--- config.mk ---
export PLATFORM = sky130hd
export DESIGN_NAME = utf8_to_utf16_transcoder
export DESIGN_NICKNAME = d
export VERILOG_FILES = /design/src/hdl/u8u16_pkg.sv /design/src/hdl/u8u16_front.sv /design/src/hdl/u8u16_fifo.sv /design/src/hdl/u8u16_back.sv /design/src/hdl/utf8_to_utf16_transcoder.sv
export SDC_FILE = /design/constraint.sdc
export NUM_CORES = 1
export LEC_CHECK = 0
export ABC_AREA = 1
export BUFFER_PORTS_ARGS = -buffer_cell sky130_fd_sc_hd__buf_2
export CORE_MARGIN = 2
export CORE_UTILIZATION = 56
export CTS_CLUSTER_DIAMETER = 30
export DETAILED_ROUTE_END_ITERATION = 10
export PLACE_DENSITY = 0.76
export SETUP_SLACK_MARGIN = 0.5
export SYNTH_ARGS = -nofsm -noshare
export SYNTH_HDL_FRONTEND = slang
export SYNTH_SLANG_ARGS = --single-unit
--- constraint.sdc ---
create_clock -name clk -period 3.53 [get_ports clk]
set_input_delay 0.1765 -clock clk [delete_from_list [all_inputs] [get_ports clk]]
set_output_delay 0.1765 -clock clk [all_outputs]
set_load 0.005 [all_outputs]
--- src/hdl/u8u16_pkg.sv ---
package u8u16_pkg;

  localparam int QueueDepth = 4;
  localparam int QPtrW = $clog2(QueueDepth);
  localparam int QCntW = $clog2(QueueDepth + 1);

  localparam logic [15:0] UNIT_REPLACE = 16'hfffd;
  localparam logic [20:0] CP_MAX = 21'h10ffff;
  localparam logic [20:0] CP_SUR_LO = 21'h00d800;
  localparam logic [20:0] CP_SUR_HI = 21'h00dfff;
  localparam logic [20:0] CP_BMP_MAX = 21'h00ffff;
  localparam logic [20:0] CP_SUPP_BASE = 21'h010000;
  localparam logic [15:0] UNIT_HI_SUR = 16'hd800;
  localparam logic [15:0] UNIT_LO_SUR = 16'hdc00;

  // One queue entry: rep_cnt replacement units first, then tail_cnt tail units.
  typedef struct packed {
    logic [1:0]  rep_cnt;
    logic [1:0]  tail_cnt;
    logic [15:0] unit0;
    logic [15:0] unit1;
    logic        term;
  } entry_t;

endpackage

--- src/hdl/u8u16_front.sv ---
module u8u16_front
  import u8u16_pkg::*;
(
  input  logic       clk,
  input  logic       rst,
  input  logic       take,
  input  logic [7:0] data_byte,
  output logic       push,
  output entry_t     entry
);

  logic [20:0] partial_value;
  logic [1:0]  bytes_expected;
  logic [1:0]  bytes_taken;
  logic [20:0] partial_value_next;
  logic [1:0]  bytes_expected_next;
  logic [1:0]  bytes_taken_next;

  logic [20:0] cp_acc;
  logic [1:0]  taken_inc;
  logic [20:0] cp_off;
  logic        is_cont;
  logic        fresh;

  always_comb begin
    is_cont   = (data_byte[7:6] == 2'b10);
    cp_acc    = {partial_value[14:0], data_byte[5:0]};
    taken_inc = bytes_taken + 2'd1;
    cp_off    = cp_acc - CP_SUPP_BASE;
    fresh     = 1'b0;

    partial_value_next  = partial_value;
    bytes_expected_next = bytes_expected;
    bytes_taken_next    = bytes_taken;
    entry               = '0;

    if (bytes_expected != 2'd0) begin
      if (is_cont) begin
        if (taken_inc >= bytes_expected) begin
          partial_value_next  = '0;
          bytes_expected_next = '0;
          bytes_taken_next    = '0;
          if (cp_acc > CP_MAX || (cp_acc >= CP_SUR_LO && cp_acc <= CP_SUR_HI)) begin
            entry.tail_cnt = 2'd1;
            entry.unit0    = UNIT_REPLACE;
          end else if (cp_acc > CP_BMP_MAX) begin
            entry.tail_cnt = 2'd2;
            entry.unit0    = UNIT_HI_SUR | {6'd0, cp_off[19:10]};
            entry.unit1    = UNIT_LO_SUR | {6'd0, cp_off[9:0]};
          end else begin
            entry.tail_cnt = 2'd1;
            entry.unit0    = cp_acc[15:0];
          end
        end else begin
          partial_value_next = cp_acc;
          bytes_taken_next   = taken_inc;
        end
      end else begin
        // broken sequence: lead plus taken continuations, then rehandle byte
        entry.rep_cnt       = taken_inc;
        partial_value_next  = '0;
        bytes_expected_next = '0;
        bytes_taken_next    = '0;
        fresh               = 1'b1;
      end
    end else begin
      fresh = 1'b1;
    end

    if (fresh) begin
      if (data_byte == 8'd0) begin
        entry.tail_cnt = 2'd1;
        entry.unit0    = '0;
        entry.term     = 1'b1;
      end else if (data_byte[7] == 1'b0) begin
        entry.tail_cnt = 2'd1;
        entry.unit0    = {8'd0, data_byte};
      end else if (data_byte[7:5] == 3'b110) begin
        partial_value_next  = {16'd0, data_byte[4:0]};
        bytes_expected_next = 2'd1;
        bytes_taken_next    = '0;
      end else if (data_byte[7:4] == 4'b1110) begin
        partial_value_next  = {17'd0, data_byte[3:0]};
        bytes_expected_next = 2'd2;
        bytes_taken_next    = '0;
      end else if (data_byte[7:3] == 5'b11110) begin
        partial_value_next  = {18'd0, data_byte[2:0]};
        bytes_expected_next = 2'd3;
        bytes_taken_next    = '0;
      end else begin
        entry.tail_cnt = 2'd1;
        entry.unit0    = UNIT_REPLACE;
      end
    end

    push = take && ((entry.rep_cnt != 2'd0) || (entry.tail_cnt != 2'd0));
  end

  always_ff @(posedge clk) begin
    if (rst) begin
      partial_value  <= '0;
      bytes_expected <= '0;
      bytes_taken    <= '0;
    end else if (take) begin
      partial_value  <= partial_value_next;
      bytes_expected <= bytes_expected_next;
      bytes_taken    <= bytes_taken_next;
    end
  end

endmodule

--- src/hdl/u8u16_fifo.sv ---
module u8u16_fifo
  import u8u16_pkg::*;
(
  input  logic   clk,
  input  logic   rst,
  input  logic   push,
  input  entry_t push_entry,
  input  logic   pop,
  output logic   full,
  output logic   not_empty,
  output entry_t head
);

  entry_t            slots [QueueDepth];
  logic [QPtrW-1:0]  wr_ptr;
  logic [QPtrW-1:0]  rd_ptr;
  logic [QCntW-1:0]  count;

  assign full      = (count == QCntW'(QueueDepth));
  assign not_empty = (count != '0);
  assign head      = slots[rd_ptr];

  always_ff @(posedge clk) begin
    if (push) begin
      slots[wr_ptr] <= push_entry;
    end
  end

  always_ff @(posedge clk) begin
    if (rst) begin
      wr_ptr <= '0;
      rd_ptr <= '0;
      count  <= '0;
    end else begin
      if (push) begin
        wr_ptr <= (wr_ptr == QPtrW'(QueueDepth - 1)) ? '0 : wr_ptr + 1'b1;
      end
      if (pop) begin
        rd_ptr <= (rd_ptr == QPtrW'(QueueDepth - 1)) ? '0 : rd_ptr + 1'b1;
      end
      if (push && !pop) begin
        count <= count + 1'b1;
      end else if (pop && !push) begin
        count <= count - 1'b1;
      end
    end
  end

endmodule

--- src/hdl/u8u16_back.sv ---
module u8u16_back
  import u8u16_pkg::*;
(
  input  logic        clk,
  input  logic        rst,
  input  logic        head_valid,
  input  entry_t      head,
  output logic        pop,
  output logic        out_valid,
  input  logic        out_ready,
  output logic [15:0] code_unit,
  output logic        is_terminator,
  output logic        last_of_run
);

  logic [1:0]  idx;
  logic [2:0]  total;
  logic [1:0]  tail_idx;
  logic        emit;
  logic        in_tail;
  logic        is_last;
  logic [15:0] unit_sel;

  always_comb begin
    total    = {1'b0, head.rep_cnt} + {1'b0, head.tail_cnt};
    in_tail  = (idx >= head.rep_cnt);
    tail_idx = idx - head.rep_cnt;
    if (!in_tail) begin
      unit_sel = UNIT_REPLACE;
    end else if (tail_idx == 2'd0) begin
      unit_sel = head.unit0;
    end else begin
      unit_sel = head.unit1;
    end
    is_last = (({1'b0, idx} + 3'd1) == total);
    emit    = head_valid && (!out_valid || out_ready);
    pop     = emit && is_last;
  end

  always_ff @(posedge clk) begin
    if (rst) begin
      idx       <= '0;
      out_valid <= 1'b0;
    end else begin
      if (emit) begin
        idx       <= is_last ? 2'd0 : idx + 2'd1;
        out_valid <= 1'b1;
      end else if (out_ready) begin
        out_valid <= 1'b0;
      end
    end
  end

  always_ff @(posedge clk) begin
    if (emit) begin
      code_unit     <= unit_sel;
      is_terminator <= head.term && in_tail;
      last_of_run   <= is_last;
    end
  end

endmodule

--- src/hdl/utf8_to_utf16_transcoder.sv ---
// Channel | Handshake            | Payload
// --------+----------------------+-------------------------------------------
// input   | in_valid / in_ready  | data_byte[7:0]
// output  | out_valid / out_ready| code_unit[15:0], is_terminator, last_of_run
//
// One byte per cycle is taken while the entry queue has room; the front
// decodes it in the same cycle and queues one entry per byte that yields units.
// The back emits one unit per cycle, unless out_ready stalls it, from the queue
// head through an output register.
// Sync active-high rst clears decode state, queue pointers and out_valid.
// A stalled output fills the 4-entry queue, then in_ready drops.
module utf8_to_utf16_transcoder
  import u8u16_pkg::*;
(
  input  logic        clk,
  input  logic        rst,
  input  logic        in_valid,
  output logic        in_ready,
  input  logic [7:0]  data_byte,
  output logic        out_valid,
  input  logic        out_ready,
  output logic [15:0] code_unit,
  output logic        is_terminator,
  output logic        last_of_run
);

  logic   q_full;
  logic   q_not_empty;
  logic   push;
  logic   pop;
  entry_t push_entry;
  entry_t head;

  // input transaction completes whenever the queue has a free slot
  assign in_ready = !q_full;

  u8u16_front u_front (
    .clk       (clk),
    .rst       (rst),
    .take      (in_valid && in_ready),
    .data_byte (data_byte),
    .push      (push),
    .entry     (push_entry)
  );

  u8u16_fifo u_fifo (
    .clk        (clk),
    .rst        (rst),
    .push       (push),
    .push_entry (push_entry),
    .pop        (pop),
    .full       (q_full),
    .not_empty  (q_not_empty),
    .head       (head)
  );

  u8u16_back u_back (
    .clk           (clk),
    .rst           (rst),
    .head_valid    (q_not_empty),
    .head          (head),
    .pop           (pop),
    .out_valid     (out_valid),
    .out_ready     (out_ready),
    .code_unit     (code_unit),
    .is_terminator (is_terminator),
    .last_of_run   (last_of_run)
  );

endmodule

After elaboration in Yosys (flattened, before gate mapping)
Memory sizes are Yosys's and may differ from the RTL's. A register that Yosys moved wholly into a read port is not among the register bits.
Cells that the tools add are included.

operators by class
  add/sub/neg operators = 10
  $lt $le $gt $ge = 6
  equal/unequal tests = 8
  multiplexer cells = 57
  reduce and logical (&&, ||, !) cells = 23

operators with widths
  kind                    count
  $mux 21                 9
  $mux 18                 8
  $mux 34                 2
  $mux 16                 3
  $mux 2                  24
  $mux 36                 1
  $ge 21x16->1 const B    1
  $gt 21x16->1 const B    1
  $gt 21x21->1 const B    1
  $le 21x16->1 const B    1
  $sub 20x17->20 const B  1
  $reduce_bool 2->1       5
  $add 2x1->2 const B     4
  $logic_and 1x1->1       8
  $logic_not 8->1         1
  $mux 1                  8
  $eq 2x2->1 const B      3
  $eq 3x3->1 const B      2
  $mux 3                  2
  $eq 5x5->1 const B      1
  $eq 4x4->1 const B      1
  $ge 2x2->1              2
  $logic_not 1->1         4
  $add 2x1->3 const B     1
  8 further kinds         10

word-level totals
  register bits after elaboration = 53
  RAM bits = 148
  bits of input ports = 12
  output and inout bits = 20
  memories = 1

memories
  memory        words  width  read ports  clocked after Yosys merged registers in  write ports  line              source
  u_fifo.slots  4      37     1           1                                        1            u8u16_fifo.sv:14  entry_t slots [QueueDepth];

Logic depth before layout (Yosys ltp)
  word-level depth = 20
  mapped depth = 18
  gate-level depth less buffers = 16

Cells and area by module
From an unflattened synthesis, not the netlist that was laid out.

second synthesis, totals
  cell total of the unflattened synthesis = 861
  area total of the unflattened synthesis = 8932.3 µm²

by module, submodules not included
  module                    times used  cells each  area each (µm²)
  u8u16_fifo                1           418         5948.2
  u8u16_front               1           317         1834.3
  u8u16_back                1           123         1136.1
  utf8_to_utf16_transcoder  1           3           13.8

Least setup slack after synthesis
Ideal clock, no wire load.

  path kind = register to register
  start = reg with a tool-made name
  end = reg u_fifo.count[2]
  library setup time = 0.122 ns
  arrival = 3.272 ns
  setup slack = 0.136 ns
  stages on the path, launching flop included = 18
  path buffers = 2
  period minus slack after synthesis = 3.394 ns
  path through = dfxtp_1 > clkbuf_1 > clkbuf_1 > o21ai_0 > o22ai_1 > ha_1 > fa_1 > xnor2_1 > nand3_1 > inv_1 > nand2_1 > ha_1 > inv_1 > fa_1 > a21oi_1 > o21ai_0 > o21ai_0 > a21oi_1

RTL lines
  item                  line              source
  to (signal assigned)  u8u16_fifo.sv:42  count <= count + 1'b1;
  to (signal assigned)  u8u16_fifo.sv:44  count <= count - 1'b1;
  to (decl)             u8u16_fifo.sv:17  logic [QCntW-1:0] count;

==> reports/metrics.yaml <==
global_route:
  grt_pass1_wl_um: 29200
  gr-usage-all-layers_pct: 25.5
  grt_pass1_vias: 5703
  grt_max_degree: 55
  antenna_found_initial: 0
  gr-total-overflow: 0
floorplanning:
  std_cell_rows: 43
  initial_core_util_pct: 57.6
  fp.dieArea_um2: 15300
  die_x_um: 124
  io_pins: 32
  core_um2: 13900
  die_h_um: 124
clock_network:
  insertion_delay_ns: 0.43
  clockRootBuffer: "clkbuf_16"
  clk_pin_slew_ns: 0.07
  numCtsBuffers: 17
  cts_tree: "done"
  htree_levels: 4
  clkSinkCount: 177
  ctsLongestPathBuffers: 2
  hold_buffers: 0
route:
  drt-total-wl_um: 18600
  first_pass_iters: 5
  via_per_inst: 5.94
  ant_nets: 0
  drcViolationCount: 0
  vias: 5912
  routedWlPerCell_um: 18.7
  drt-initial-drc-count: 750
critical_path:
  end_kind: "flip-flop"
  critPathTopFamily: "adder cells"
  ff2ff_setup_slack_ns: 0.60
  path_buf_inv: 3
  crit_chain: "inv_8 > o21ai_2 > o22ai_2 > ha_2 > fa_1 > xnor2_1 > nand3_1 > inv_2 > nand2_4 > ha_4 > inv_4 > fa_2 > o21ai_2 > a21oi_1"
  cp.depth: 14
  path_common_cell: "o21ai_2"
  rr_endpoint: "u_fifo.count[1]"
  required_ns: 3.85
  critPathMaxStageDelay_ns: 0.56
  crit_end: "u_fifo.count[1]"
  cp-start-kind: "flip-flop"
  worstPathArrival_ns: 3.25
  ff2ff_path_depth: 14
  crit_path_max_fanout: 7
  cpMaxStageDelayCell: "fa_1"
  critPathKind: "reg -> reg"
placement:
  dp_cells: 955
  gp_congestion: 0.923
  portBuffers: 31
  place_ws_ns: 0.358
  dpl.hpwl_um: 11700
synthesis:
  synth-edff-count: 146
  syn_inst: 762
  avgSynthCellArea_um2: 10.5
  syn_area_um2: 8030
  synthArstFlopShare_pct: 0
  syn-num-nets: 790
  ys_seq_elements: 177
  ys_types: 44
  ys_warn_count: 0
  ys.flop_type: "edfxtp_1"
  seq_area_frac_synth_pct: 62.3
sta:
  clock-skew-final_ns: 0.00835
  finalCritPeriodShare_pct: 83.1
  hold_viol: 0
  final.setup.worst_slack_ns: 0.598
  maxSlewHeadroom_pct: 54.5
  rsz0062_at_grt: "true"
  worstMarginPinSlew_ns: 0.675
  drv_slew: 0
  fin_crit_ns: 2.93
  fmax_mhz: 341
  finalSetupViolations: 0
  tns_ns: 0
finish:
  final_cell_count_no_fill: 996
  layout-drive-gt1-share_pct: 18.4
  num_antenna_cells: 0
  area_growth_pct: 13.3
  layout.nets: 831
run:
  cap_violations: 0
power_and_ir_drop:
  p_leak_nw: 3.46
  power_density_nw_per_um2: 653
  irDropWorstVdd_mv: 0.650
outcome:
  status: "completed"
worst_hold_path:
  min_path_type: "in -> reg"
==> report_power, final <==
group | internal [mW] | switching (mW) | leakage, nW
Combinational | 0.499 | 0.923 | 1.61
Clock | 0.977 | 0.811 | 0.263
Sequential | 2.63 | 0.0976 | 1.58
Total | 4.11 | 1.83 | 3.46
==> kinds of logic (layout without fill, tap and decap cells) <==
family                     after synthesis  in the layout  share of synthesized area, %
and+or+nand+nor                        275            275                          15.9
buffers and inverters                  110            164                          5.52
adders and majority gates               16             16                          2.68
AOI/OAI and AO/OA                      177            177                          12.8
DFF                                    177            177                          62.3
xor gates and xnor gates                 7              7                         0.764
==> cells in the mapped netlist (5+ instances only) <==
library cell	instances	share of area, %
nor2_4	12	1.7
inv_2	11	0.51
nor2_2	6	0.47
inv_1	65	3.0
a221o_1	5	0.62
nor2_1	55	2.6
ha_1	14	2.2
o22ai_1	21	1.6
edfxtp_1	146	55
a22oi_1	19	1.8
clkbuf_1	24	1.1
o21ai_0	36	2.2
xor2_1	5	0.55
nand3_1	37	2.3
nand2_1	147	6.9
o21ai_1	10	0.62
dfxtp_1	31	7.7
a21oi_1	72	4.5
==> final cells by class <==
cell class	count	area, um^2
Sequential cell	177	5010
Fill cell	1051	4840
Multi-Input combinational cell	475	2670
Clock buffer	17	425
Timing Repair Buffer	51	317
Inverter	80	313
Tap cell	180	225
Clock inverter	15	133
Timing Repair inverter	1	6.26
==> cells in the final DEF (no fill, tap or decap), types with 17 or more instances in the layout <==
master / synthesis / final
a21oi_1: 72 / 71
a22oi_1: 19 / 19
buf_2: 3 / 31
buf_4: 0 / 18
clkbuf_16: 0 / 17
dfxtp_1: 31 / 29
edfxtp_1: 146 / 146
inv_1: 65 / 62
nand2_1: 147 / 146
nand3_1: 37 / 37
nor2_1: 55 / 49
o21ai_0: 36 / 29
o22ai_1: 21 / 18
==> worst min path at each step <==
stage / from / endpoint / slack [ns] / cells past startpoint
5_1_grt: data_byte[1] / u_front.partial_value[1] / 0.06 / 3
4_1_cts: data_byte[1] / u_front.partial_value[1] / 0.04 / 3
3_3_place_gp: u_front.partial_value[11] / u_front.partial_value[11] / 0.48 / 2
3_5_place_dp: data_byte[1] / u_front.partial_value[1] / 0.49 / 3
6_report: data_byte[1] / u_front.partial_value[1] / 0.06 / 3
2_1_floorplan: data_byte[1] / u_front.partial_value[1] / 0.32 / 2
==> registers in the layout, summed over array words and instances, names as in the netlist, named ones only <==
signal / cells
u_fifo.wr_ptr: 2
u_fifo.rd_ptr: 2
u_front.bytes_expected: 2
u_back.last_of_run: 1
u_back.code_unit: 16
u_back.is_terminator: 1
u_back.out_valid: 1
u_fifo.count: 3
u_front.bytes_taken: 2
u_fifo.slots: 128
u_back.idx: 2
u_front.partial_value: 15
==> per-layer routing <==
layer	vias up	track usage (%)	routed length, um
met1	2877	33.1	7910
met5	-	0	0
met4	0	8.88	287
li1	2755	-	-
met3	27	4.95	1200
met2	253	43.1	9210
==> worst min-delay path: stages <==
cell     delay, ns
buf_2         0.14
nand2_1       0.07
a21oi_1       0.05
==> repair_timing <==
action / in CTS / in global routing
gates resized for setup: 6 / 22
cloned: 0 / 1
buffers inserted: 4 / 4
endpoints found under the setup margin: 2 / 2
pin swaps: 3 / 10
hold endpoints to repair: 0 / 0
==> metrics by stage <==
stage	utilization [%]	hold slack (ns)	area [um^2]	total power, mW
floorplan	-	0.320	8090	3.59
global placement	60.2	0.482	8390	4.01
detailed placement	60.2	0.490	8390	4.06
CTS	64.5	0.0371	8980	5.86
global route	65.3	0.0565	9100	6.22
finish	65.3	0.0603	9100	5.94
Note: power is estimated with default switching activity, not from simulation.
